## src/rtl/mma_ram.sv

```systemverilog
// generic simple dual-port ram, one write port and one registered read port
// no dependencies
module mma_ram #(
    parameter int WIDTH = 32,
    parameter int DEPTH = 64
) (
    input  logic                     clk,
    input  logic                     we,
    input  logic [$clog2(DEPTH)-1:0] waddr,
    input  logic [WIDTH-1:0]         wdata,
    input  logic [$clog2(DEPTH)-1:0] raddr,
    output logic [WIDTH-1:0]         rdata
);

    logic [WIDTH-1:0] mem [DEPTH];
    logic [WIDTH-1:0] rdata_reg;

    always_ff @(posedge clk)
    begin
        if (we)
        begin
            mem[waddr] <= wdata;
        end
        rdata_reg <= mem[raddr];
    end

    assign rdata = rdata_reg;

endmodule

```

## config.mk

```make
export PLATFORM = sky130hd
export DESIGN_NAME = mma_ram
export DESIGN_NICKNAME = d
export VERILOG_FILES = /design/src/rtl/mma_ram.sv
export SDC_FILE = /design/constraint.sdc
export NUM_CORES = 2
export LEC_CHECK = 0
export BUFFER_PORTS_ARGS = -buffer_cell sky130_fd_sc_hd__buf_2
export CAP_MARGIN = 20
export CORE_MARGIN = 2
export CORE_UTILIZATION = 35
export CTS_CLUSTER_DIAMETER = 50
export DETAILED_ROUTE_END_ITERATION = 7
export PLACE_DENSITY_LB_ADDON = 0.05
export SLEW_MARGIN = 10
export SYNTH_ARGS = -nofsm -noshare
export SYNTH_HDL_FRONTEND = slang
export SYNTH_SLANG_ARGS = --single-unit
```

## constraint.sdc

```tcl
create_clock -name clk -period 4.6 [get_ports clk]
set_input_delay 0.92 -clock clk [delete_from_list [all_inputs] [get_ports clk]]
set_output_delay 0.92 -clock clk [all_outputs]
set_load 0.02 [all_outputs]
```

==> results.md <==
* EDFF count, synth at 2048
* Sequential cell area at 62100 sq um
* Die area at 228000 sq um
* Reg-to-reg startpoint: mem[55][18]
* Total leakage power at 29.1 nW
* Unrepaired setup endpoints after global routing: no
* Category of the worst setup path launch point: input pin
* Syn Std Cell Area at 78500 sq um
* Top Layer Used: met5
* Run status: complete, no violations
* Signal arrival time at the worst endpoint at 4.12 ns
* Req. time, crit path at 5.39 ns
* Initial Util at 35.3%
* Final setup viols at 0
* Highest clock frequency the design can meet at 300 MHz
* Sum of negative setup slack at 0 ns
* Total of fill cells in the finished design at 19316
* Mapped Avg Cell Area at 23.6 sq um
* Flip-flop count of the largest register after layout at 2048
* Max-slew violation total from the final report at 0
* Sum of routed wire length over all layers at 236000 um
* Post-cts repair resize count at 0
* Pin slew with the least headroom to its limit at 1.12 ns
* Most frequent cells in the layout: 2048 x sky130_fd_sc_hd__edfxtp_1, 544 x sky130_fd_sc_hd__mux4_2, 284 x sky130_fd_sc_hd__clkbuf_16, 135 x sky130_fd_sc_hd__buf_4, 93 x sky130_fd_sc_hd__mux2i_1
* Post-layout net count at 3737
* Setup Skew at 0.0414 ns
* Quantity of hold-fixing buffers added after cts at 0
* Initial antenna violation count at 20
* Number of top-level pins at 78
* Via count of the routed design at 37115
* Reg2Reg Depth at 6
* Final Hold Fails at 0
* Flop-to-flop setup slack at 2.08 ns
* Fraction of post-synthesis cell area in the top cell type by area at 78.3%
* DRC viols at 0
* Pwr per Cell Area at 468 nW/um^2
* Area of the multi-input gates at 16000 sq um
* Count of max-cap constraint violations at 0
* Most common library cell in the layout ignoring fill and taps: sky130_fd_sc_hd__edfxtp_1
* Cell total after placement at 6387
* HP Start: wdata[26]
* Type of destination of the critical path: flop
* Number of warnings reported in the yosys synthesis log at 0
* Fraction of final layout cells sized beyond drive strength 1 at 32.5%
* Maximum fanout encountered on the critical timing path at 28
* Net count after synthesis at 3370
* Source of the critical timing path: raddr[0]
* Highest ir drop seen on vdd at 317 uV
* Number of sinks handled by clock tree synthesis at 2080
* Worst r2r dst: rdata[18]
* Tot GR Track Use at 20.6%
* Die Span Y at 478 um
* Longest Clk Path Bufs at 4
* Via count of the first global-routing pass at 39024
* DIE WIDTH at 478 um
* Later-pin clock latency in the skew report at 0.91 ns
* Synth area leader: sky130_fd_sc_hd__edfxtp_1
* Starting DRT DRC Count at 3630
* CTS tree: built
* Number of nets with antenna violations after detailed routing at 0
* Row cnt at 173
* Input/output buffers at 77
* HPWL Detailed at 134000 um
* Final worst-path cycle share at 72.4%
* Last weighted congestion value of the routability-driven placer at 0.763
* Non-Filler Instances at 6872
* First-pass GRT wire length at 324000 um
* Ranking of synthesized cells by area: sky130_fd_sc_hd__edfxtp_1 78%, sky130_fd_sc_hd__mux4_2 16%, sky130_fd_sc_hd__mux2i_1 1.2%
* Cell count after synthesis at 3324
* Number of CTS-inserted buffers at 275
* Count of buffers added by post-CTS timing repair for setup at 0
* Hold WS at 0.308 ns
* Core region area at 223000 sq um
* Largest net degree at the start of global routing at 73
* Root buf cell: sky130_fd_sc_hd__clkbuf_16
* Area growth syn-to-layout at 18.6%
* Top FF cell, synth: sky130_fd_sc_hd__edfxtp_1
* Max_slew headroom at 25.3%
* Detailed route wirelength on metal2 at 118000 um
* Worst min-delay path endpoint: mem[45][26]
* Via density per instance at 5.40
* Utilization after layout at 41.9%
* Clock transition at the register clock pins on the worst setup and hold paths after CTS at 0.06 ns
* Unique cell type count in the Yosys netlist at 34
* Yosys reg bits at 2080
* Total routed wire length on the met1 layer at 101000 um
* Setup CP Type: input pin to flop
* Post-layout minimum cycle time at 3.33 ns
* Max H-tree Level at 5
* Total global routing overflow at 0
* Length of the first detailed-routing pass in iterations at 7
* Hold WC Path Type: input pin to flop
* Worst hold path depth at 1
* Detailed route wirelength on metal3 at 10900 um
* Async set-or-reset flop fraction in the synthesized netlist at 0%
* Sequential area share after synthesis at 79.1%
* Average detailed-routed wire length per instance at 34.3 um
-- area by class of cell --
type / count / share of cell area, %
multi-input cells: 1062 / 17.1
well taps: 2975 / 4.00
clock buffers: 337 / 7.90
flip-flops and latches: 2080 / 66.7
diodes: 11 / 0.0296
clock inverters: 135 / 1.37
repair buffers: 272 / 2.83
-- cell usage after synthesis, types with 2 or more instances --
cell type,number
sky130_fd_sc_hd__buf_2,57
sky130_fd_sc_hd__and3_1,4
sky130_fd_sc_hd__a311oi_1,8
sky130_fd_sc_hd__nand2_1,26
sky130_fd_sc_hd__o22ai_1,84
sky130_fd_sc_hd__nor3_1,7
sky130_fd_sc_hd__mux4_2,544
sky130_fd_sc_hd__or3b_2,3
sky130_fd_sc_hd__nand4_1,2
sky130_fd_sc_hd__and2_1,2
sky130_fd_sc_hd__nand3b_1,5
sky130_fd_sc_hd__or3_1,3
sky130_fd_sc_hd__nand3_1,5
sky130_fd_sc_hd__clkbuf_1,74
sky130_fd_sc_hd__nor2b_1,15
sky130_fd_sc_hd__a22oi_1,12
sky130_fd_sc_hd__nor2_1,137
sky130_fd_sc_hd__dfxtp_1,32
sky130_fd_sc_hd__o221ai_1,27
sky130_fd_sc_hd__or3b_1,2
sky130_fd_sc_hd__buf_6,5
sky130_fd_sc_hd__a41o_1,4
sky130_fd_sc_hd__buf_4,25
sky130_fd_sc_hd__nand2b_1,8
sky130_fd_sc_hd__o32ai_1,4
sky130_fd_sc_hd__mux2i_1,93
sky130_fd_sc_hd__a21oi_1,62
sky130_fd_sc_hd__buf_1,21
sky130_fd_sc_hd__edfxtp_1,2048
-- cell families (layout without fill, tap and decap cells) --
kind of cell           after synthesis  count (layout)  synth area share, %
and+or+nand+nor                    223             223                 1.27
muxes                              637             637                 16.8
AOI/OAI and AO/OA                  202             202                 1.67
buffers and inverters              182             744                 1.13
other                                0              11                    0
DFF                               2080            2080                 79.1
-- worst max-delay path, cell delays in order --
cell and delay, ns:
sky130_fd_sc_hd__buf_8 0.39, sky130_fd_sc_hd__buf_12 0.33, sky130_fd_sc_hd__buf_12 0.25, sky130_fd_sc_hd__mux4_2 0.52
sky130_fd_sc_hd__mux2i_1 0.50, sky130_fd_sc_hd__nand3b_1 0.26, sky130_fd_sc_hd__a31oi_1 0.57, sky130_fd_sc_hd__buf_4 0.21
sky130_fd_sc_hd__nor2_1 0.03
-- where the power goes --
| part | internal (W) | switching [W] |
|---|---|---|
| clock | 0.0125 | 0.00789 |
| sequential | 0.0210 | 0.000111 |
| combinational | 0.000763 | 0.00134 |
-- routing by layer --
layer	track usage, %	vias to the layer above
met1	28.1	20627
met2	34.4	1071
met3	3.27	336
met5	0	-
met4	5.99	2
li1	-	15079
-- worst max-delay path by stage --
stage / cells after the start / slack (ns) / endpoint
detailed placement: 8 / 0.24 / rdata[24]
CTS: 8 / 1.23 / rdata[24]
finish: 9 / 1.27 / rdata[18]
global route: 9 / 1.26 / rdata[18]
floorplan: 4 / 0.52 / mem[48][0]
global placement: 8 / 0.18 / rdata[24]
-- stage by stage --
stage	setup slack, ns	total power (W)	area, sq um
after floorplan	0.520	0.0225	78500
after detailed placement	0.237	0.0237	84400
final	1.27	0.0436	93100
after global placement	0.180	0.0236	84400
after CTS	1.23	0.0441	93100
after global routing	1.26	0.0450	93100
Power figures use the tool's default switching activity.
