## src/rtl/mma_pkg.sv

```systemverilog
// shared types and codes of the matrix multiply / add engine
// no dependencies; imported by mma_ctrl, mma_mac, the top level and the checker
package mma_pkg;

    // width of the row and column fields on the ports
    localparam int IDX_PORT_W = 3;

    // request kinds carried in tuser
    localparam logic [1:0] REQ_LOAD_A = 2'd0;
    localparam logic [1:0] REQ_LOAD_B = 2'd1;
    localparam logic [1:0] REQ_START  = 2'd2;

    // configuration register indexes
    localparam logic [2:0] CFG_A_ROWS  = 3'd0;
    localparam logic [2:0] CFG_A_COLS  = 3'd1;
    localparam logic [2:0] CFG_B_ROWS  = 3'd2;
    localparam logic [2:0] CFG_B_COLS  = 3'd3;
    localparam logic [2:0] CFG_OP_MODE = 3'd4;

    // operating modes
    localparam logic MODE_MUL = 1'b0;
    localparam logic MODE_ADD = 1'b1;

    typedef enum logic [2:0] {
        ST_IDLE = 3'b001,
        ST_WAIT = 3'b010,
        ST_RUN  = 3'b100
    } state_t;

    // one memory read issued by the sequencer, travels with the read data
    typedef struct packed {
        logic                  valid;
        logic                  first;
        logic                  last_k;
        logic                  last_elem;
        logic                  err;
        logic                  mode;
        logic [IDX_PORT_W-1:0] row;
        logic [IDX_PORT_W-1:0] col;
    } mac_tag_t;

    typedef struct packed {
        logic pipe_busy;
        logic out_full;
    } mac_status_t;

endpackage

```

## src/rtl/mma_mac.sv

```systemverilog
// shared multiply-accumulate unit with the result register
// depends on mma_pkg; fed by the store memories and the sequencer tag
module mma_mac
    import mma_pkg::*;
#(
    parameter int ELEM_WIDTH = 32
) (
    input  logic                  clk,
    input  logic                  rst_n,
    input  mac_tag_t              tag,
    input  logic [ELEM_WIDTH-1:0] a_rdata,
    input  logic [ELEM_WIDTH-1:0] b_rdata,
    input  logic                  out_ready,
    output logic                  out_valid,
    output logic [IDX_PORT_W-1:0] out_row,
    output logic [IDX_PORT_W-1:0] out_col,
    output logic [31:0]           out_value,
    output logic                  out_last,
    output logic                  out_err,
    output mac_status_t           status
);

    mac_tag_t                     s1_tag_reg, s2_tag_reg;
    logic [31:0]                  s2_val_reg, s2_val_next;
    logic [31:0]                  acc_reg, acc_next;
    logic                         out_valid_reg, out_valid_next;
    logic [IDX_PORT_W-1:0]        out_row_reg, out_col_reg;
    logic [31:0]                  out_value_reg;
    logic                         out_last_reg, out_err_reg;

    logic signed [ELEM_WIDTH-1:0] a_s, b_s, acc_s;
    logic [31:0]                  a_x, b_x;

    // stage 1: sign-extend the read data, one multiply or one add
    assign a_s = a_rdata;
    assign b_s = b_rdata;
    assign a_x = 32'(a_s);
    assign b_x = 32'(b_s);

    always_comb
    begin
        if (s1_tag_reg.err)
        begin
            s2_val_next = '0;
        end
        else if (s1_tag_reg.mode == MODE_ADD)
        begin
            s2_val_next = a_x + b_x;
        end
        else
        begin
            s2_val_next = a_x * b_x;
        end
    end

    // stage 2: accumulate, wrap to the element width on the way out
    assign acc_next = (s2_tag_reg.first ? 32'd0 : acc_reg) + s2_val_reg;
    assign acc_s    = acc_next[ELEM_WIDTH-1:0];

    always_comb
    begin
        out_valid_next = out_valid_reg;
        if (out_valid_reg && out_ready)
        begin
            out_valid_next = 1'b0;
        end
        if (s2_tag_reg.valid && s2_tag_reg.last_k)
        begin
            out_valid_next = 1'b1;
        end
    end

    always_ff @(posedge clk or negedge rst_n)
    begin
        if (!rst_n)
        begin
            s1_tag_reg    <= '0;
            s2_tag_reg    <= '0;
            out_valid_reg <= 1'b0;
        end
        else
        begin
            s1_tag_reg    <= tag;
            s2_tag_reg    <= s1_tag_reg;
            out_valid_reg <= out_valid_next;
        end
    end

    always_ff @(posedge clk)
    begin
        s2_val_reg <= s2_val_next;
        if (s2_tag_reg.valid)
        begin
            acc_reg <= acc_next;
            if (s2_tag_reg.last_k)
            begin
                out_row_reg   <= s2_tag_reg.row;
                out_col_reg   <= s2_tag_reg.col;
                out_value_reg <= 32'(acc_s);
                out_last_reg  <= s2_tag_reg.last_elem;
                out_err_reg   <= s2_tag_reg.err;
            end
        end
    end

    assign out_valid        = out_valid_reg;
    assign out_row          = out_row_reg;
    assign out_col          = out_col_reg;
    assign out_value        = out_value_reg;
    assign out_last         = out_last_reg;
    assign out_err          = out_err_reg;
    assign status.pipe_busy = s1_tag_reg.valid || s2_tag_reg.valid;
    assign status.out_full  = out_valid_reg;

endmodule

```

## config.mk

```make
export PLATFORM = sky130hd
export DESIGN_NAME = mma_mac
export DESIGN_NICKNAME = d
export VERILOG_FILES = /design/src/rtl/mma_pkg.sv /design/src/rtl/mma_mac.sv
export SDC_FILE = /design/constraint.sdc
export NUM_CORES = 1
export LEC_CHECK = 0
export BUFFER_PORTS_ARGS = -buffer_cell sky130_fd_sc_hd__buf_2
export CAP_MARGIN = 40
export CORE_ASPECT_RATIO = 0.8
export CORE_MARGIN = 3
export CORE_UTILIZATION = 34
export DETAILED_ROUTE_END_ITERATION = 8
export PLACE_DENSITY = 0.53
export SYNTH_ARGS = -nofsm -noshare
export SYNTH_HDL_FRONTEND = slang
export SYNTH_SLANG_ARGS = --single-unit
```

## constraint.sdc

```tcl
create_clock -name clk -period 3.19 [get_ports clk]
set_input_delay 0.1595 -clock clk [delete_from_list [all_inputs] [get_ports clk]]
set_output_delay 0.1595 -clock clk [all_outputs]
set_load 0.005 [all_outputs]
```

==> metrics, run 1 <==
IO buf count=121; critical path arrival=approximately 6700 ps; crit path kind=input port to flop; top-area cell type share of the netlist area=0.363; Reg clk slew, reported paths=70 ps; Area after DPL=0.0272 sq mm; Max-slew headroom=0.585; wire per inst=approximately 19 microns; core region area=0.0650 sq mm; drt pass-1 iters=5; number of flops mapped to enable cells by yosys=~70; failing checks=setup timing; Die Wd=294 microns; Routed Antenna Nets=0; top post-synthesis cells by count=fa_1 (410), inv_1 (399), and2_1 (303), nand2_1 (253), ha_1 (185); Synth cell types=between 60 and 70; crit path max fanout=4; max cap viols=0; reg2reg end=acc_reg[28]$_DFFE_PP_; fraction of registers with async set/reset=0.188; Reg2Reg Setup Slack=-320 ps; cts bufs inserted=17; Synth Area per Inst=9.59 sq um; H-Tree Depth=4; clk_skew=9.77 ps; top cells by area, synth=fa_1 (36%), ha_1 (10%), edfxtp_1 (9.6%); Finish-stage setup viols=40; r2r worst-path depth=14; clock tree buffer depth=2; area leader, netlist=fa_1; DR vias=17800; RR Startpoint=s2_tag_reg[10]$_DFF_PN0_; status=complete, but fails checks; top_reg_cell synth=edfxtp_1; Initial Utilization=0.348; Vias/cell=roughly 4.8; nets=3492; Synthesized Nets=3033; hold crit path type=input port to async pin; met1 usage=0.279; via count of the first global-routing pass=19600; final core utilization=0.459; Min Clock Period, post-route=6350 ps; CTS root buf=clkbuf_16; first-pass GRT wire length=112 mm; largest net degree at the start of global routing=38; initial antenna violation count=3; post-detail-place hpwl=roughly 60 mm; most frequent cell after synthesis=fa_1; initial drt markers=~1000; Rows=83; Die ar.=0.0697 sq mm; Critical Path RT=3490 ps; CTS tree=yes; routed wire length=71.0 mm; io pins=122; fraction of layout cells with a size suffix above 1=0.286; GRT Resource Usage Total=0.209; Routability Congestion=0.927; Overflow after GRT=0; Slew Viols, Final=0; crit start category=input port; Max Freq=157 MHz; synthesized area=0.0226 sq mm; post-synthesis sequential element count=128; clk sinks=128; Synth warnings=0; CP endpoint kind=flop; met3 Track Usage GR=0.0320; Design Area, Final=0.0298 sq mm; RSZ-0062 raised after global routing=yes; DRC viols=0; Post-Syn Instances=about 2400; Top Usage Layer GRT=met2; Worst Slack Setup Final=-3160 ps; register area share after synthesis=0.151; Layout area overhead=31.9%; GR Util met2=0.357; worst-margin pin slew=620 ps; Clock Latency Late Sink=430 ps; fin crit share=1.99; worst hold margin=around 240 ps; Hold Vio Cnt, Final=0; Die Ht=237 microns
==> worst max path at each step <==
stage                                      endpoint        start  cells past startpoint  slack, ps
final                     s2_val_reg[31]$_SDFF_PP0_  a_rdata[14]                     23      -3160
after global routing      s2_val_reg[31]$_SDFF_PP0_   b_rdata[2]                     24      -3330
after CTS                 s2_val_reg[31]$_SDFF_PP0_   b_rdata[2]                     23      -3150
after detailed placement  s2_val_reg[31]$_SDFF_PP0_   a_rdata[7]                     26      -3760
after global placement    s2_val_reg[31]$_SDFF_PP0_   b_rdata[4]                     23      -3720
after floorplan           s2_val_reg[31]$_SDFF_PP0_   b_rdata[3]                     24      -3280
==> cell families (layout without fill, tap and decap cells) <==
logic type / after synthesis / count (layout) / share of synthesized area
other: 0 / 1 / 0
and+or+nand+nor: 738 / 738 / 0.169
muxes: 10 / 10 / 0.00448
AOI/OAI and AO/OA: 256 / 256 / 0.0755
buffers and inverters: 495 / 967 / 0.0823
adders and majority gates: 595 / 595 / 0.465
xor gates and xnor gates: 137 / 137 / 0.0531
DFF: 128 / 128 / 0.151
==> critical path: stages <==
cell and delay [ps]:
buf_12 110, buf_6 120, and2_4 150, fa_1 530
inv_1 50, fa_1 450, fa_1 520, fa_1 560
inv_1 50, fa_1 560, ha_4 220, fa_1 480
fa_1 550, ha_4 220, a2111oi_4 270, o21ai_1 120
a31o_4 240, o21a_4 220, o31a_1 280, a41o_1 200
or3_1 380, a21oi_2 140, a211oi_2 40
==> routing by layer <==
layer | vias up | wire length [microns]
met5 | - | 12
met4 | 2 | 1810
met3 | 90 | 3240
met2 | 402 | 34800
met1 | 9102 | 31200
li1 | 8238 | -
==> stage by stage <==
stage | setup slack [ps] | std cells | TNS [ps]
3_3_place_gp | -3720 | 3573 | -82680
5_1_grt | -3330 | 3682 | -73480
6_report | -3160 | 3682 | -67000
2_1_floorplan | -3280 | 2359 | -60860
3_5_place_dp | -3760 | 3574 | -85270
4_1_cts | -3150 | 3665 | -65370
==> layout by cell type (no fill, tap or decap), types with 9 or more instances in the layout <==
| master | n |
|---|---|
| fa_1 | 383 |
| inv_1 | 379 |
| buf_4 | 342 |
| and2_1 | 279 |
| nand2_1 | 248 |
| ha_1 | 137 |
| xnor2_1 | 93 |
| buf_2 | 87 |
| edfxtp_1 | 72 |
| nor2_1 | 52 |
| buf_6 | 51 |
| a21oi_1 | 47 |
| ha_4 | 41 |
| nor2b_1 | 39 |
| a21o_1 | 34 |
| dfxtp_1 | 32 |
| buf_12 | 30 |
| fa_2 | 27 |
| o21ai_0 | 26 |
| a21oi_2 | 24 |
| xor2_1 | 24 |
| and2_4 | 24 |
| dfrtp_1 | 22 |
| clkbuf_16 | 19 |
| inv_2 | 18 |
| o21a_1 | 15 |
| o21ai_1 | 15 |
| xnor2_2 | 15 |
| a211oi_2 | 14 |
| dlygate4sd3_1 | 14 |
| nand2b_1 | 13 |
| nor3_1 | 12 |
| nand3_1 | 10 |
| o21bai_1 | 9 |
| nor2_2 | 9 |
| mux2i_1 | 9 |
==> final cells by class <==
| class | count | area [sq um] |
|---|---|---|
| Timing Repair Buffer | 536 | 4520 |
| Inverter | 399 | 1500 |
| Antenna cell | 1 | 2.50 |
| Tap cell | 850 | 1060 |
| Sequential cell | 128 | 3410 |
| Clock buffer | 18 | 450 |
| Clock inverter | 14 | 121 |
| Multi-Input combinational cell | 1736 | 18800 |
| Fill cell | 6151 | 35200 |
==> repair_timing <==
item / CTS / global route
hold buffers: 14 / 0
cloned: 2 / 1
resized for setup: 194 / 138
buffers inserted: 46 / 26
endpoints found under the hold margin: 37 / 0
pin swaps: 102 / 120
setup endpoints to repair: 52 / 55
Power of run 1 is not shown: default switching activity piles up to over one toggle a cycle in this logic, so the estimate is an artifact.
==> inputs of run 2 (changes only) <==
- SETUP_SLACK_MARGIN: not set -> 0.2
==> metrics, run 2 (same netlist as run 1, synthesis figures left out) <==
cts bufs inserted=17; reg2reg end=acc_reg[29]$_DFFE_PP_; Min Clock Period, post-route=between 6000 and 7000 ps; Die ar.=around 0.07 sq mm; clk_skew=about 10 ps; failing checks=setup timing; Max Freq=156 MHz; initial antenna violation count=6; DRC viols=0; CTS tree=yes; CTS root buf=clkbuf_16; crit start category=input port; clock tree buffer depth=2; Hold Vio Cnt, Final=0; wire per inst=roughly 20 microns; Design Area, Final=a little under 0.03 sq mm; Routed Antenna Nets=0; Critical Path RT=3480 ps; most frequent cells in the layout=fa_1 (380), inv_1 (377), buf_4 (292); Max-slew headroom=0.558; CP endpoint kind=flop; via count of the first global-routing pass=19600; RSZ-0062 raised after global routing=yes; DR vias=17700; Reg clk slew, reported paths=about 60 ps; worst-margin pin slew=660 ps; GRT Resource Usage Total=0.211; Reg2Reg Setup Slack=-180 ps; nets=3446; fill count=6200; post-detail-place hpwl=roughly 60 mm; critical path arrival=about 6700 ps; first-pass GRT wire length=roughly 110 mm; io pins=122; largest net degree at the start of global routing=39; core region area=0.0650 sq mm; Placed Cells=3549; Rows=83; fin crit share=2.01; Slew Viols, Final=0; Area after DPL=between 0.02 and 0.03 sq mm; Die Wd=294 microns; crit path kind=input port to flop; Initial Utilization=0.348; Worst Slack Setup Final=-3210 ps; max cap viols=0; Die Ht=237 microns; H-Tree Depth=4; clk sinks=128; commonest non-fill, non-tap cell in the layout=fa_1; fraction of layout cells with a size suffix above 1=0.273; routed wire length=72.0 mm; Layout area overhead=30.5%; initial drt markers=1028; drt pass-1 iters=5; RR Startpoint=s2_tag_reg[10]$_DFF_PN0_; status=complete, but fails checks; Finish-stage setup viols=42; Overflow after GRT=0; post-route insts no fill=3640; Clock Latency Late Sink=430 ps; r2r worst-path depth=16; Vias/cell=between 4 and 5; crit path max fanout=6; IO buf count=121; Routability Congestion=0.939; hold crit path type=input port to async pin
run 2: changes by cell type in the layout (fill, tap and decap cells not counted), moves of 4 or more:
cell      change
buf_6         +6
clkinv_4      -4
nor2_2        -6
nor2_1        +5
ha_2          -4
diode_2       +4
buf_4        -50
inv_6         -5
run 2: timing repair:
item	in CTS	in global routing
endpoints found under the setup margin	54	61
resized for setup	214	111
gates cloned	1	0
pin swaps	120	106
hold buffers	14	0
buffers inserted	25	14
endpoints found under the hold margin	37	0
run 2: metrics by stage:
step | setup slack [ps] | utilization | TNS (ps) | hold WS [ps]
2_1_floorplan | -3280 | - | -60860 | -136
3_3_place_gp | -3820 | 0.416 | -82680 | 155
3_5_place_dp | -3820 | 0.416 | -82500 | 168
4_1_cts | -3160 | 0.444 | -64050 | 251
5_1_grt | -3370 | 0.454 | -72860 | 314
6_report | -3210 | 0.454 | -65050 | 248
run 2: worst max path at each step:
| stage | end | startpoint | slack, ps |
|---|---|---|---|
| final | s2_val_reg[31]$_SDFF_PP0_ | b_rdata[4] | -3210 |
| after global routing | s2_val_reg[31]$_SDFF_PP0_ | a_rdata[14] | -3370 |
| after detailed placement | s2_val_reg[31]$_SDFF_PP0_ | b_rdata[3] | -3820 |
| after CTS | s2_val_reg[31]$_SDFF_PP0_ | a_rdata[14] | -3160 |
| after global placement | s2_val_reg[31]$_SDFF_PP0_ | b_rdata[3] | -3820 |
| after floorplan | s2_val_reg[31]$_SDFF_PP0_ | b_rdata[3] | -3280 |
run 2: area by class of cell:
cell class	instances	area [sq um]	share of cell area
Multi-Input combinational cell	1736	18700	0.635
Antenna cell	5	12.5	0.000424
Inverter	399	1500	0.0509
Sequential cell	128	3410	0.115
Timing Repair Buffer	490	4160	0.141
Clock inverter	7	65.1	0.00220
Clock buffer	25	561	0.0190
Tap cell	850	1060	0.0360
run 2: layer usage:
metal	up-vias	part of all wire	global-route usage
li1	8147	-	-
met1	9075	0.44	0.285
met2	422	0.49	0.359
met3	72	0.046	0.0280
met4	0	0.023	0.0524
met5	-	0	0
run 2: worst max-delay path, cell delays in order:
cell       delay (ps)
buf_12            130
buf_12            140
and2_1            140
fa_1              490
inv_2              40
fa_1              490
fa_2              480
fa_1              560
inv_2              40
fa_1              460
ha_1              300
fa_1              470
fa_2              590
ha_4              220
a2111oi_4         280
o21ai_1           110
a31o_1            240
o21a_1            240
o31a_1            300
a41o_1            210
or3_1             380
a21oi_2           140
a211oi_2           50
Power of run 2 is left out for the same reason.
==> inputs of run 3 (changes only) <==
- PLACE_DENSITY: 0.53 -> 0.51
- clock period: 3.19 -> 7.5 ns (I/O delays scaled with it)
==> metrics, run 3 (same netlist as run 1, synthesis figures left out) <==
status=complete, no violations; fill count=6602; drt pass-1 iters=7; wire per inst=between 15 and 20 microns; Critical Path RT=about 7800 ps; DR vias=around 16000; post-detail-place hpwl=roughly 54 mm; largest net degree at the start of global routing=46; Clock Latency Late Sink=420 ps; RR Startpoint=s2_tag_reg[10]$_DFF_PN0_; first-pass GRT wire length=104 mm; DRC viols=0; clk sinks=128; crit path max fanout=17; hold_sp=tag[0]; initial drt markers=959; Slew Viols, Final=0; CP endpoint kind=flop; Vias/cell=roughly 4.9; final core utilization=0.385; reg2reg end=out_value[31]$_DFFE_PP_; initial antenna violation count=6; Max-slew headroom=0.535; worst hold margin=55.3 ps; Die Ht=237 microns; H-Tree Depth=4; nets=3145; cts bufs inserted=17; max cap viols=0; routed wire length=between 60 and 70 mm; fin crit share=0.937; Overflow after GRT=0; Setup TNS=0 ps; cells along the critical path=buf_2 > ha_1 > fa_1 > inv_1 > fa_1 > fa_1 > inv_1 > fa_1 > fa_1 > fa_1 > fa_1 > fa_1 > ha_1 > a21oi_1 > o21ai_0 > a21oi_1 > nor2b_1 > o31a_1 > a41o_1 > or3_1 > a21oi_1 > a211oi_2; most frequent cells in the layout=fa_1 (410), inv_1 (399), and2_1 (302); IO buf count=121; Worst Slack Setup Final=473 ps; delay of the slowest critical-path stage=between 500 and 600 ps; clk_skew=between 8 and 9 ps; Initial Utilization=0.348; crit path kind=input port to flop; Min Clock Period, post-route=7030 ps; Reg clk slew, reported paths=60 ps; slowest stage cell, crit path=fa_1; r2r worst-path depth=13; critical path arrival=~7300 ps; commonest non-fill, non-tap cell in the layout=fa_1; crit start category=input port; Hold Vio Cnt, Final=0; clock tree buffer depth=2; CP dominant cell by count=fa_1; Die ar.=0.0697 sq mm; CTS root buf=clkbuf_16; Finish-stage setup viols=0; Max Freq=142 MHz; core region area=0.0650 sq mm; dpl ws=71.0 ps; CTS tree=yes; RSZ-0062 raised after global routing=no; GRT Resource Usage Total=0.194; Hold Path Depth=1; hold crit path type=input port to flop; Routed Antenna Nets=0; Die Wd=294 microns; io pins=122; WHS Endpoint=s1_tag_reg[0]$_DFF_PN0_; via count of the first global-routing pass=18200; Reg2Reg Setup Slack=3290 ps; worst-margin pin slew=693 ps; Post-CTS Setup Bufs=0; Rows=83; fraction of layout cells with a size suffix above 1=0.0974; Layout area overhead=10.8%; Routability Congestion=0.887
run 3: cell count changes in the layout (fill, tap and decap cells not counted), moves of 27 or more:
cell	change
buf_6	-57
fa_1	+30
a21oi_1	+29
buf_4	-228
ha_1	+44
ha_4	-42
fa_2	-30
buf_12	-27
buf_2	+32
run 3: worst max-delay path by stage:
stage | start | to | depth (start not counted)
final | a_rdata[11] | s2_val_reg[31]$_SDFF_PP0_ | 22
after global routing | a_rdata[11] | s2_val_reg[31]$_SDFF_PP0_ | 22
after CTS | b_rdata[2] | s2_val_reg[30]$_SDFF_PP0_ | 24
after detailed placement | b_rdata[6] | s2_val_reg[31]$_SDFF_PP0_ | 23
after global placement | a_rdata[12] | s2_val_reg[31]$_SDFF_PP0_ | 23
after floorplan | a_rdata[11] | s2_val_reg[31]$_SDFF_PP0_ | 26
run 3: worst max-delay path, delay by kind of cell:
family / cells / cell delay, ps
simple gates: 2 / 430
fa+ha+maj: 10 / 4630
compound gates: 7 / 1340
buf+inv: 3 / 500
run 3: stage by stage:
| stage | cell area [sq um] | std cells |
|---|---|---|
| final | 25000 | 3338 |
| after global routing | 25000 | 3337 |
| after CTS | 25000 | 3334 |
| after detailed placement | 24500 | 3301 |
| after global placement | 24400 | 3300 |
| after floorplan | 22600 | 2359 |
run 3: area by class of cell:
class,instances,area [sq um],area share
clock inverter,14,135,0.00540
sequential,128,3400,0.136
clock buffer,18,429,0.0171
inverter,399,1500,0.0598
antenna,4,10.0,0.000400
timing repair buffer,189,1160,0.0462
multi-input combinational,1736,17400,0.693
tap,850,1060,0.0425
run 3: timing repair:
item	in CTS	in global routing
endpoints found under the hold margin	24	0
endpoints found under the setup margin	0	1
hold buffers	1	0
resized for setup	0	1
run 3: per-layer routing:
layer | track usage | share of wire
met2 | 0.318 | 0.47
met4 | 0.0562 | 0.031
met3 | 0.0251 | 0.041
met5 | 0 | 0.00014
met1 | 0.268 | 0.46
Power of run 3 is left out for the same reason.
