`config.mk`:
```
export PLATFORM = sky130hd
export DESIGN_NAME = mma_ctrl
export DESIGN_NICKNAME = d
export VERILOG_FILES = /design/src/rtl/mma_pkg.sv /design/src/rtl/mma_ctrl.sv
export SDC_FILE = /design/constraint.sdc
export NUM_CORES = 1
export LEC_CHECK = 0
export BUFFER_PORTS_ARGS = -buffer_cell sky130_fd_sc_hd__buf_2
export CAP_MARGIN = 0
export CORE_MARGIN = 3
export CORE_UTILIZATION = 51
export CTS_BUF_LIST = sky130_fd_sc_hd__clkbuf_4 sky130_fd_sc_hd__clkbuf_8 sky130_fd_sc_hd__clkbuf_16
export DETAILED_ROUTE_END_ITERATION = 7
export GPL_TIMING_DRIVEN = 0
export PLACE_DENSITY = 0.86
export SYNTH_ARGS = -nofsm -noshare
export SYNTH_HDL_FRONTEND = slang
export SYNTH_SLANG_ARGS = --single-unit
```
`constraint.sdc`:
```
create_clock -name clk -period 6.1 [get_ports clk]
set_input_delay 0.61 -clock clk [delete_from_list [all_inputs] [get_ports clk]]
set_output_delay 0.61 -clock clk [all_outputs]
set_load 0.05 [all_outputs]
```
`src/rtl/mma_pkg.sv`:
```
// shared types and codes of the matrix multiply / add engine
// no dependencies; imported by mma_ctrl, mma_mac, the top level and the checker
package mma_pkg;

    // width of the row and column fields on the ports
    localparam int IDX_PORT_W = 3;

    // request kinds carried in tuser
    localparam logic [1:0] REQ_LOAD_A = 2'd0;
    localparam logic [1:0] REQ_LOAD_B = 2'd1;
    localparam logic [1:0] REQ_START  = 2'd2;

    // configuration register indexes
    localparam logic [2:0] CFG_A_ROWS  = 3'd0;
    localparam logic [2:0] CFG_A_COLS  = 3'd1;
    localparam logic [2:0] CFG_B_ROWS  = 3'd2;
    localparam logic [2:0] CFG_B_COLS  = 3'd3;
    localparam logic [2:0] CFG_OP_MODE = 3'd4;

    // operating modes
    localparam logic MODE_MUL = 1'b0;
    localparam logic MODE_ADD = 1'b1;

    typedef enum logic [2:0] {
        ST_IDLE = 3'b001,
        ST_WAIT = 3'b010,
        ST_RUN  = 3'b100
    } state_t;

    // one memory read issued by the sequencer, travels with the read data
    typedef struct packed {
        logic                  valid;
        logic                  first;
        logic                  last_k;
        logic                  last_elem;
        logic                  err;
        logic                  mode;
        logic [IDX_PORT_W-1:0] row;
        logic [IDX_PORT_W-1:0] col;
    } mac_tag_t;

    typedef struct packed {
        logic pipe_busy;
        logic out_full;
    } mac_status_t;

endpackage

```
`src/rtl/mma_ctrl.sv`:
```
// request intake, configuration registers and element sequencer
// depends on mma_pkg; drives the store memories and the mac tag
module mma_ctrl
    import mma_pkg::*;
#(
    parameter int MAX_DIM    = 8,
    parameter int ELEM_WIDTH = 32
) (
    input  logic                                clk,
    input  logic                                rst_n,
    input  logic                                cfg_we,
    input  logic [2:0]                          cfg_index,
    input  logic [3:0]                          cfg_data,
    input  logic                                in_valid,
    output logic                                in_ready,
    input  logic [1:0]                          in_req,
    input  logic [IDX_PORT_W-1:0]               in_row,
    input  logic [IDX_PORT_W-1:0]               in_col,
    input  logic [ELEM_WIDTH-1:0]               in_value,
    output logic                                a_we,
    output logic                                b_we,
    output logic [$clog2(MAX_DIM*MAX_DIM)-1:0]  waddr,
    output logic [ELEM_WIDTH-1:0]               wdata,
    output logic [$clog2(MAX_DIM*MAX_DIM)-1:0]  a_raddr,
    output logic [$clog2(MAX_DIM*MAX_DIM)-1:0]  b_raddr,
    output mac_tag_t                            tag,
    input  mac_status_t                         status
);

    localparam int IDX_W  = $clog2(MAX_DIM);
    localparam int ADDR_W = $clog2(MAX_DIM*MAX_DIM);

    state_t           state_reg, state_next;
    logic [3:0]       a_rows_reg, a_cols_reg, b_rows_reg, b_cols_reg;
    logic             op_mode_reg;
    logic             mode_reg, mode_next;
    logic             err_reg, err_next;
    logic [IDX_W-1:0] i_reg, i_next, j_reg, j_next, k_reg, k_next;
    logic [IDX_W-1:0] row_lim_reg, row_lim_next;
    logic [IDX_W-1:0] col_lim_reg, col_lim_next;
    logic [IDX_W-1:0] k_lim_reg, k_lim_next;

    logic             accept;
    logic             in_range;
    logic [IDX_W-1:0] ar_lim, ac_lim, br_lim, bc_lim;
    logic             mismatch;
    logic             free;
    logic             last_k, last_elem;

    // dimension register to last index, zero counts as one, large values clamp
    function automatic logic [IDX_W-1:0] lim_of(input logic [3:0] v);
        if (v == 4'd0)
        begin
            return '0;
        end
        else if (v > 4'(MAX_DIM))
        begin
            return IDX_W'(MAX_DIM - 1);
        end
        else
        begin
            return IDX_W'(v - 4'd1);
        end
    endfunction

    function automatic logic [ADDR_W-1:0] addr_of(input logic [IDX_W-1:0] r,
                                                  input logic [IDX_W-1:0] c);
        return ADDR_W'(r) * ADDR_W'(MAX_DIM) + ADDR_W'(c);
    endfunction

    assign in_ready = (state_reg == ST_IDLE);
    assign accept   = in_valid && in_ready;
    assign in_range = ({1'b0, in_row} < 4'(MAX_DIM)) && ({1'b0, in_col} < 4'(MAX_DIM));

    assign a_we  = accept && (in_req == REQ_LOAD_A) && in_range;
    assign b_we  = accept && (in_req == REQ_LOAD_B) && in_range;
    assign waddr = addr_of(in_row[IDX_W-1:0], in_col[IDX_W-1:0]);
    assign wdata = in_value;

    assign ar_lim = lim_of(a_rows_reg);
    assign ac_lim = lim_of(a_cols_reg);
    assign br_lim = lim_of(b_rows_reg);
    assign bc_lim = lim_of(b_cols_reg);

    always_comb
    begin
        if (op_mode_reg == MODE_MUL)
        begin
            mismatch = (ac_lim != br_lim);
        end
        else
        begin
            mismatch = (ar_lim != br_lim) || (ac_lim != bc_lim);
        end
    end

    // the next element starts only once the mac and the output stage are empty
    assign free      = !status.pipe_busy && !status.out_full;
    assign last_k    = (k_reg == k_lim_reg);
    assign last_elem = last_k && (i_reg == row_lim_reg) && (j_reg == col_lim_reg);

    always_comb
    begin
        if (mode_reg == MODE_MUL)
        begin
            a_raddr = addr_of(i_reg, k_reg);
            b_raddr = addr_of(k_reg, j_reg);
        end
        else
        begin
            a_raddr = addr_of(i_reg, j_reg);
            b_raddr = addr_of(i_reg, j_reg);
        end
    end

    always_comb
    begin
        state_next   = state_reg;
        mode_next    = mode_reg;
        err_next     = err_reg;
        i_next       = i_reg;
        j_next       = j_reg;
        k_next       = k_reg;
        row_lim_next = row_lim_reg;
        col_lim_next = col_lim_reg;
        k_lim_next   = k_lim_reg;
        tag          = '0;

        case (state_reg)
            ST_IDLE:
            begin
                if (accept && (in_req == REQ_START))
                begin
                    mode_next    = op_mode_reg;
                    err_next     = mismatch;
                    row_lim_next = ar_lim;
                    col_lim_next = (op_mode_reg == MODE_MUL) ? bc_lim : ac_lim;
                    k_lim_next   = (op_mode_reg == MODE_MUL) ? ac_lim : '0;
                    i_next       = '0;
                    j_next       = '0;
                    k_next       = '0;
                    state_next   = ST_WAIT;
                end
            end
            ST_WAIT:
            begin
                if (free)
                begin
                    if (err_reg)
                    begin
                        // mismatch request goes down the mac with a zero value
                        tag.valid     = 1'b1;
                        tag.first     = 1'b1;
                        tag.last_k    = 1'b1;
                        tag.last_elem = 1'b1;
                        tag.err       = 1'b1;
                        tag.mode      = mode_reg;
                        state_next    = ST_IDLE;
                    end
                    else
                    begin
                        state_next = ST_RUN;
                    end
                end
            end
            ST_RUN:
            begin
                tag.valid     = 1'b1;
                tag.first     = (k_reg == '0);
                tag.last_k    = last_k;
                tag.last_elem = last_elem;
                tag.err       = 1'b0;
                tag.mode      = mode_reg;
                tag.row       = IDX_PORT_W'(i_reg);
                tag.col       = IDX_PORT_W'(j_reg);
                if (!last_k)
                begin
                    k_next = k_reg + 1'b1;
                end
                else
                begin
                    k_next = '0;
                    if (last_elem)
                    begin
                        state_next = ST_IDLE;
                    end
                    else
                    begin
                        state_next = ST_WAIT;
                        if (j_reg == col_lim_reg)
                        begin
                            j_next = '0;
                            i_next = i_reg + 1'b1;
                        end
                        else
                        begin
                            j_next = j_reg + 1'b1;
                        end
                    end
                end
            end
            default:
            begin
                state_next = ST_IDLE;
            end
        endcase
    end

    always_ff @(posedge clk or negedge rst_n)
    begin
        if (!rst_n)
        begin
            state_reg   <= ST_IDLE;
            a_rows_reg  <= 4'd1;
            a_cols_reg  <= 4'd1;
            b_rows_reg  <= 4'd1;
            b_cols_reg  <= 4'd1;
            op_mode_reg <= MODE_MUL;
        end
        else
        begin
            state_reg <= state_next;
            if (cfg_we)
            begin
                case (cfg_index)
                    CFG_A_ROWS:  a_rows_reg  <= cfg_data;
                    CFG_A_COLS:  a_cols_reg  <= cfg_data;
                    CFG_B_ROWS:  b_rows_reg  <= cfg_data;
                    CFG_B_COLS:  b_cols_reg  <= cfg_data;
                    CFG_OP_MODE: op_mode_reg <= cfg_data[0];
                    default:     ;
                endcase
            end
        end
    end

    always_ff @(posedge clk)
    begin
        mode_reg    <= mode_next;
        err_reg     <= err_next;
        i_reg       <= i_next;
        j_reg       <= j_next;
        k_reg       <= k_next;
        row_lim_reg <= row_lim_next;
        col_lim_reg <= col_lim_next;
        k_lim_reg   <= k_lim_next;
    end

endmodule

```
==> results.yml, run 1 <==
clock_network:
  clock_latency_ns: 0.29
  cts_tree: "done"
  ctsHoldBuffers: 0
  cts.htree.levels: 2
  clkTransAtPathRegs_ns: 0.08
  ctsResizeCount: 0
  cts_buffer_depth: 2
  numCtsBuffers: 5
  cts.sinks: 40
  post_cts_buffers: 0
  cts-root-buf: "clkbuf_8"
placement:
  port_buffers: 79
  gp_congestion: 0.8061
  dp_hpwl_um: 4328
  place_area_sq_um: 3089
grt:
  antenna_found_initial: 0
  grt_overflow: 0
  grtUsageTotal: 0.1788
  grt_max_degree: 21
  grt_pass1_wl_um: 8721
  grt_pass1_vias: 1982
floorplanning:
  dieArea_sq_um: 6012
  die_w_um: 77.54
  rows: 25
  start_util: 0.5383
  chipHeight_um: 77.54
  core-area_sq_um: 4848
  ios: 118
critical_path:
  path_depth: 6
  reg2reg_depth: 7
  worstPathArrival_ns: 2.07
  critPathLaunchType: "register"
  cp.required_ns: 5.49
  cp-end-kind: "output pin"
  cpPeakStageDelay_ns: 0.51
  startpoint: "i_reg[0]"
  cp_max_fo: 6
  path_cells: "xor2_1 -> nor3_1 -> nor2b_1 -> inv_1 -> o21ai_0 -> buf_2"
  slowest_stage: "edfxtp_1"
  critical_path_class: "reg -> out"
  path_buf_inv: 2
  r2r_start: "a_cols_reg[0]"
  cp_top_family: "simple AND/OR/NAND/NOR gates"
sta:
  grt_setup_unrepaired: "no"
  finalMaxSlewViolations: 0
  period_minus_slack_ns: 2.683
  setup_viol: 0
  tightest_slew_ns: 0.4550
  fin_skew_ns: 0.01199
  slew_headroom: 0.6941
  hold_violations: 0
  finalSetupTns_ns: 0
  timing.fmax_mhz: 372.8
  period_share: 0.4398
cells_and_area:
  area_growth_syn_to_layout_pct: 21.72
  utilization: 0.6552
  layout_common_cells: "buf_2, buf_4, nand2_1"
  fin_area_sq_um: 3177
  layout.nets: 423
  drive_gt1_frac: 0.4050
  diodes: 0
  mostFrequentLayoutCell: "buf_2"
synthesis:
  synth_cell_types: 43
  yosys_warnings: 0
  synth-seq-cells: 40
  syn_area_per_cell_sq_um: 9.457
  synth_top_area_frac: 0.2301
  ys_seq_area_frac: 0.4243
  async_flop_share: 0.5000
  syn_nets: 337
  synthTopCellsByArea: "edfxtp_1, dfrtp_1, buf_4"
  yosysTopAreaCell: "edfxtp_1"
  netlist_area_sq_um: 2610
  synth-edff-count: 20
  synth_cells: 276
  synth_ff_type: "edfxtp_1"
detailed_routing:
  wl_per_cell_um: 12.31
  drt_iter0_drc: 69
  drtAntennaViolNets: 0
  wirelength_um: 5292
  firstDrtPassIters: 4
  vias: 2110
  route.detailed.drc: 0
  post_drt_via_cell_ratio: 4.907
power:
  leakage_nw: 1.578
  irDropWorstVdd_mv: 0.1902
  pwr_density_cell_nw_per_um2: 259.6
  total_power_mw: 0.8247
min_path:
  hold_path.class: "in -> async"
status:
  status: "completed"
flow_run:
  maxCapViolations: 0
## path summary, 6_finish.rpt
path	slack, ns	to
min in group clk	0.48	mode_reg
min	0.26	b_rows_reg[2]
max reg2reg	3.95	err_reg
max in group asynchronous	5.49	a_cols_reg[0]
max	3.42	tag[8]
min reg2reg	0.48	mode_reg
## layout make-up
cell class                      count  area, sq um
Buffer                             42        300.3
Inverter                           22        82.58
Clock inverter                      3        18.77
Fill cell                         374         1672
Multi-Input combinational cell    172         1120
Sequential cell                    40         1107
Clock buffer                        5        68.82
Tap cell                           67        83.83
Timing Repair Buffer               79        395.4
## routing by layer
metal | vias up | share of wire | track usage
met4 | 0 | 0.010 | 0.05516
met5 | - | 0 | 0
met3 | 7 | 0.057 | 0.03248
li1 | 1062 | - | -
met1 | 957 | 0.39 | 0.2031
met2 | 84 | 0.54 | 0.3368
## synthesized netlist by cell type (all sizes together) (3+ instances only)
master,instances
inv,22
nand2b,10
a21oi,8
nor3b,3
nand2,34
ha,8
buf,38
nor3,3
dfrtp,15
and3,8
maj3,7
clkbuf,4
o21ai,14
nor2,21
edfxtp,20
and2,3
nand3,5
xnor2,9
dfstp,5
mux2,8
nor2b,4
o31ai,3
xor2,9
## cell families (layout without fill, tap and decap cells)
kind of cell | Yosys count | after routing | synth area share
and+or+nand+nor | 97 | 97 | 0.1894
buffers and inverters | 64 | 151 | 0.1467
DFF | 40 | 40 | 0.4243
AOI/OAI and AO/OA | 33 | 33 | 0.07382
xor gates and xnor gates | 18 | 18 | 0.06041
adders and majority gates | 15 | 15 | 0.06711
muxes | 9 | 9 | 0.03835
## where the power goes
group	switching, mW	internal (mW)
Combinational	0.183	0.123
Sequential	0.0228	0.326
Clock	0.0904	0.0796
Total	0.296	0.529
## through the flow
step	setup WS, ns	cells	hold slack [ns]
after floorplan	2.867	276	0.3144
after global placement	3.789	422	0.4645
after detailed placement	3.761	422	0.4604
after CTS	3.438	430	0.2703
after global routing	3.246	430	0.2853
final	3.417	430	0.2607
Power figures use the tool's default switching activity.
==> inputs of run 2 (changes only) <==
--- a/config.mk
+++ b/config.mk
@@ -8,11 +8,11 @@
 export BUFFER_PORTS_ARGS = -buffer_cell sky130_fd_sc_hd__buf_2
 export CAP_MARGIN = 0
 export CORE_MARGIN = 3
-export CORE_UTILIZATION = 51
+export CORE_UTILIZATION = 43
 export CTS_BUF_LIST = sky130_fd_sc_hd__clkbuf_4 sky130_fd_sc_hd__clkbuf_8 sky130_fd_sc_hd__clkbuf_16
 export DETAILED_ROUTE_END_ITERATION = 7
 export GPL_TIMING_DRIVEN = 0
-export PLACE_DENSITY = 0.86
+export PLACE_DENSITY = 0.77
 export SYNTH_ARGS = -nofsm -noshare
 export SYNTH_HDL_FRONTEND = slang
 export SYNTH_SLANG_ARGS = --single-unit
==> constraint.sdc (replaced) <==
create_clock -name clk -period 2.17 [get_ports clk]
set_input_delay 0.217 -clock clk [delete_from_list [all_inputs] [get_ports clk]]
set_output_delay 0.217 -clock clk [all_outputs]
set_load 0.05 [all_outputs]
==> run 2 against run 1 <==
Net effect: total power rose to 3.0 times the previous value; clock skew down 0.0035 ns; clock power rose to 3.6 times the previous value; first-iteration DRC count down 16%.
==> results.yml, run 2 (synthesis gave the netlist of run 1 again) <==
critical_path:
  worstReg2RegEnd: "err_reg"
  path_buf_inv: 2
  path_depth: 7
  cp.required_ns: 2.20
  critPathLaunchType: "register"
  crit_end: "err_reg"
  cp-end-kind: "register"
  path_cells: "inv_2 -> ha_1 -> inv_1 -> maj3_2 -> a21o_1 -> o31ai_4 -> a31oi_1"
  cp_top_family: "adder cells"
  reg2reg_depth: 7
  worstPathArrival_ns: 2.14
  cp_max_fo: 6
  r2r_start: "b_rows_reg[0]"
  cpPeakStageDelay_ns: 0.54
  startpoint: "b_rows_reg[0]"
  regToRegSetupSlack_ns: 0.06
  critical_path_class: "reg -> reg"
  slowest_stage: "dfstp_2"
cells_and_area:
  finalNonFillerCells: 439
  layout.nets: 427
  fin_area_sq_um: 3297
  area_growth_syn_to_layout_pct: 26.32
  mostFrequentLayoutCell: "buf_2"
  diodes: 0
  n_fill_cell: 519
  utilization: 0.5809
  layout_common_cells: "buf_2, buf_4, nand2_1"
  drive_gt1_frac: 0.4332
detailed_routing:
  route.detailed.drc: 0
  post_drt_via_cell_ratio: 4.793
  wirelength_um: 5322
  drt_iter0_drc: 58
  firstDrtPassIters: 4
  drtAntennaViolNets: 0
  wl_per_cell_um: 12.12
  vias: 2104
placement:
  dp_hpwl_um: 4336
  place_area_sq_um: 3115
  port_buffers: 79
  gp_congestion: 0.8236
  dp_cells: 427
sta:
  tightest_slew_ns: 0.5078
  period_share: 0.9727
  grt_setup_unrepaired: "no"
  hold_violations: 0
  finalMaxSlewViolations: 0
  fin_skew_ns: 0.008499
  slew_headroom: 0.6586
  whs_ns: 0.1773
  period_minus_slack_ns: 2.111
  setup_viol: 0
  timing.fmax_mhz: 473.7
status:
  status: "completed"
grt:
  grt_max_degree: 21
  grtUsageTotal: 0.1503
  antenna_found_initial: 0
  grt_overflow: 0
  grt_pass1_wl_um: 8666
  grt_pass1_vias: 1981
floorplanning:
  rows: 27
  ios: 118
  die_w_um: 83.91
  dieArea_sq_um: 7041
  chipHeight_um: 83.91
  core-area_sq_um: 5675
  start_util: 0.4599
power:
  total_power_mw: 2.511
  irDropWorstVdd_mv: 0.7411
  leakage_nw: 1.619
  pwr_density_cell_nw_per_um2: 761.5
clock_network:
  cts.htree.levels: 2
  cts.sinks: 40
  clkTransAtPathRegs_ns: 0.08
  cts_buffer_depth: 2
  cts_tree: "done"
  cts-root-buf: "clkbuf_8"
  clock_latency_ns: 0.29
  numCtsBuffers: 5
min_path:
  hold_path.class: "in -> reg"
flow_run:
  maxCapViolations: 0
## run 2: power breakdown
part / switching (mW) / internal, mW
logic: 0.538 / 0.380
clock network: 0.255 / 0.354
registers: 0.0666 / 0.917
## run 2: stage by stage
| stage | setup TNS, ns | setup slack, ns |
|---|---|---|
| 2_1_floorplan | -0.02147 | -0.02147 |
| 3_3_place_gp | 0 | 0.04747 |
| 3_5_place_dp | -0.01481 | -0.01481 |
| 4_1_cts | 0 | 0.02915 |
| 5_1_grt | 0 | 0.001542 |
| 6_report | 0 | 0.05916 |
## run 2: worst min-delay path: stages
cell,delay [ns]
buf_2,0.09
o21ai_0,0.06
nand2b_1,0.07
## run 2: per-layer routing
layer  vias to the layer above  global-route usage  routed length (um)
met1                       961              0.1723                2166
met2                        72              0.2596                2654
li1                       1063                   -                   -
met3                         8             0.05133                 401
met5                         -                   0                   0
met4                         0             0.05263                  98
## run 2: what timing repair did
action,in CTS,in global routing
resized for setup,2,8
buffers inserted,0,3
endpoints found under the hold margin,15,0
setup endpoints to repair,2,4
hold buffers,1,0
pin swaps,0,7
## run 2: final cells by class
type                            instances  area (sq um)  share of cell area
Tap cell                               72         90.09             0.02732
Buffer                                 42         301.5             0.09146
Clock buffer                            6         76.32             0.02315
Inverter                               22         82.58             0.02505
Timing Repair Buffer                   83         430.4              0.1306
Clock inverter                          2         35.03             0.01063
Sequential cell                        40          1107              0.3359
Multi-Input combinational cell        172          1174              0.3560
## run 2: worst min path at each step
| stage | start | to | slack (ns) | cells past startpoint |
|---|---|---|---|---|
| 3_3_place_gp | rst_n | b_rows_reg[1] | 0.19 | 1 |
| 5_1_grt | status[1] | state_reg[1] | 0.17 | 3 |
| 3_5_place_dp | rst_n | b_rows_reg[1] | 0.19 | 1 |
| 2_1_floorplan | rst_n | a_cols_reg[1] | -0.08 | 0 |
| 6_report | status[1] | state_reg[1] | 0.18 | 3 |
| 4_1_cts | status[1] | state_reg[1] | 0.17 | 3 |
==> inputs of run 3 (changes only) <==
--- a/config.mk
+++ b/config.mk
@@ -7,6 +7,7 @@
 export LEC_CHECK = 0
 export BUFFER_PORTS_ARGS = -buffer_cell sky130_fd_sc_hd__buf_2
 export CAP_MARGIN = 0
+export CORE_ASPECT_RATIO = 0.8
 export CORE_MARGIN = 3
 export CORE_UTILIZATION = 43
 export CTS_BUF_LIST = sky130_fd_sc_hd__clkbuf_4 sky130_fd_sc_hd__clkbuf_8 sky130_fd_sc_hd__clkbuf_16
==> run 3 against run 2 <==
Net effect: clock skew hardly changed; hold slack better by 0.0019 ns; critical path depth stayed put; setup slack better by 0.0027 ns; global-route usage is 0.31 points higher; sequential share of layout area is 0.19 points higher; final cell count is 1.4% higher; non-clock buffer count stayed put; register-to-register slack hardly changed; core utilization hardly changed; fmax is 0.13% higher; largest power group unchanged; highest routed layer unchanged.
==> results.yml, run 3 (synthesis gave the netlist of run 1 again) <==
floorplanning:
  rows: 24
  start_util: 0.4623
  dieArea_sq_um: 7047
  chipHeight_um: 75.69
  core-area_sq_um: 5645
  die_w_um: 93.11
  ios: 118
grt:
  antenna_found_initial: 0
  grtUsageTotal: 0.1534
  grt_max_degree: 21
  grt_overflow: 0
  grt_pass1_wl_um: 8369
  grt_pass1_vias: 1814
sta:
  fin_skew_ns: 0.008463
  whs_ns: 0.1792
  period_share: 0.9715
  setup_viol: 0
  hold_violations: 0
  slew_headroom: 0.6297
  timing.fmax_mhz: 474.4
  tightest_slew_ns: 0.5507
  finalSetupTns_ns: 0
  period_minus_slack_ns: 2.108
  finalMaxSlewViolations: 0
  grt_setup_unrepaired: "yes"
clock_network:
  clkTransAtPathRegs_ns: 0.08
  cts_tree: "done"
  cts_buffer_depth: 2
  clock_latency_ns: 0.30
  numCtsBuffers: 5
  cts-root-buf: "clkbuf_8"
  cts.htree.levels: 2
  cts.sinks: 40
placement:
  place_area_sq_um: 3123
  gp_congestion: 0.7737
  dp_cells: 433
  dp_hpwl_um: 4488
  port_buffers: 79
cells_and_area:
  diodes: 0
  layout_common_cells: "buf_2, buf_4, nand2_1"
  drive_gt1_frac: 0.4251
  fin_area_sq_um: 3282
  mostFrequentLayoutCell: "buf_2"
  finalNonFillerCells: 445
  layout.nets: 427
  seq_area_sq_um: 1109
  multi_input_comb_area_sq_um: 1150
  n_fill_cell: 520
  utilization: 0.5813
  area_growth_syn_to_layout_pct: 25.74
detailed_routing:
  vias: 2114
  wirelength_um: 5506
  post_drt_via_cell_ratio: 4.751
  wl_per_cell_um: 12.37
  route.detailed.drc: 0
  drt_iter0_drc: 85
  firstDrtPassIters: 4
  drtAntennaViolNets: 0
min_path:
  hold_depth: 3
  hold_end: "state_reg[1]"
  hold_path.class: "in -> reg"
  worstHoldStart: "status[1]"
critical_path:
  cp.required_ns: 2.20
  r2r_start: "b_rows_reg[0]"
  regToRegSetupSlack_ns: 0.06
  reg2reg_depth: 7
  cp_max_fo: 7
  worstReg2RegEnd: "err_reg"
  critPathLaunchType: "register"
  cp-end-kind: "register"
  worstPathArrival_ns: 2.14
  critical_path_class: "reg -> reg"
status:
  status: "completed"
power:
  leakage_nw: 1.617
  pwr_density_cell_nw_per_um2: 750.7
  irDropWorstVdd_mv: 0.4352
flow_run:
  maxCapViolations: 0
run 3: worst max path at each step:
stage	from	end	slack, ns	cells past startpoint
after CTS	b_rows_reg[0]	err_reg	0.02	7
after detailed placement	b_rows_reg[0]	err_reg	0.02	7
after global routing	a_cols_reg[0]	err_reg	-0.005	7
after global placement	a_cols_reg[0]	err_reg	0.06	7
final	b_rows_reg[0]	err_reg	0.06	7
after floorplan	state_reg[0]	b_we	-0.02	3
run 3: layout make-up:
| type | instances | area share |
|---|---|---|
| clock buffers | 6 | 0.02326 |
| well taps | 78 | 0.02974 |
| multi-input cells | 172 | 0.3504 |
| repair buffers | 83 | 0.1311 |
| inverters | 22 | 0.02516 |
| clock inverters | 2 | 0.01067 |
| plain buffers | 42 | 0.09188 |
| flip-flops and latches | 40 | 0.3378 |
run 3: where the power goes:
group	internal [mW]	switching [mW]
clock	0.354	0.255
sequential	0.918	0.0661
combinational	0.354	0.518
run 3: per-stage QoR:
stage	worst slack, ns	power [mW]
2_1_floorplan	-0.02147	1.680
3_3_place_gp	0.05682	1.823
3_5_place_dp	0.02314	1.860
4_1_cts	0.01898	2.482
5_1_grt	-0.004625	2.617
6_report	0.06186	2.464
run 3: metal layers:
| metal | routed length [um] | global-route usage | part of all wire |
|---|---|---|---|
| met1 | 2243 | 0.1897 | 0.41 |
| met2 | 2734 | 0.2626 | 0.50 |
| met3 | 471 | 0.05232 | 0.086 |
| met4 | 57 | 0.03902 | 0.010 |
| met5 | 0 | 0 | 0 |
run 3: worst max-delay path: stages, from the launching register on:
cell	delay (ns)
dfstp_2	0.54
inv_1	0.06
ha_1	0.28
inv_1	0.04
maj3_2	0.36
o21a_1	0.13
o31ai_1	0.28
a31oi_1	0.16
run 3: what timing repair did:
| item | CTS | global route |
|---|---|---|
| endpoints found under the hold margin | 15 | 0 |
| pin swaps | 0 | 3 |
| hold buffers | 1 | 0 |
| buffers inserted | 1 | 2 |
| gates resized for setup | 1 | 5 |
| setup endpoints to repair | 1 | 7 |
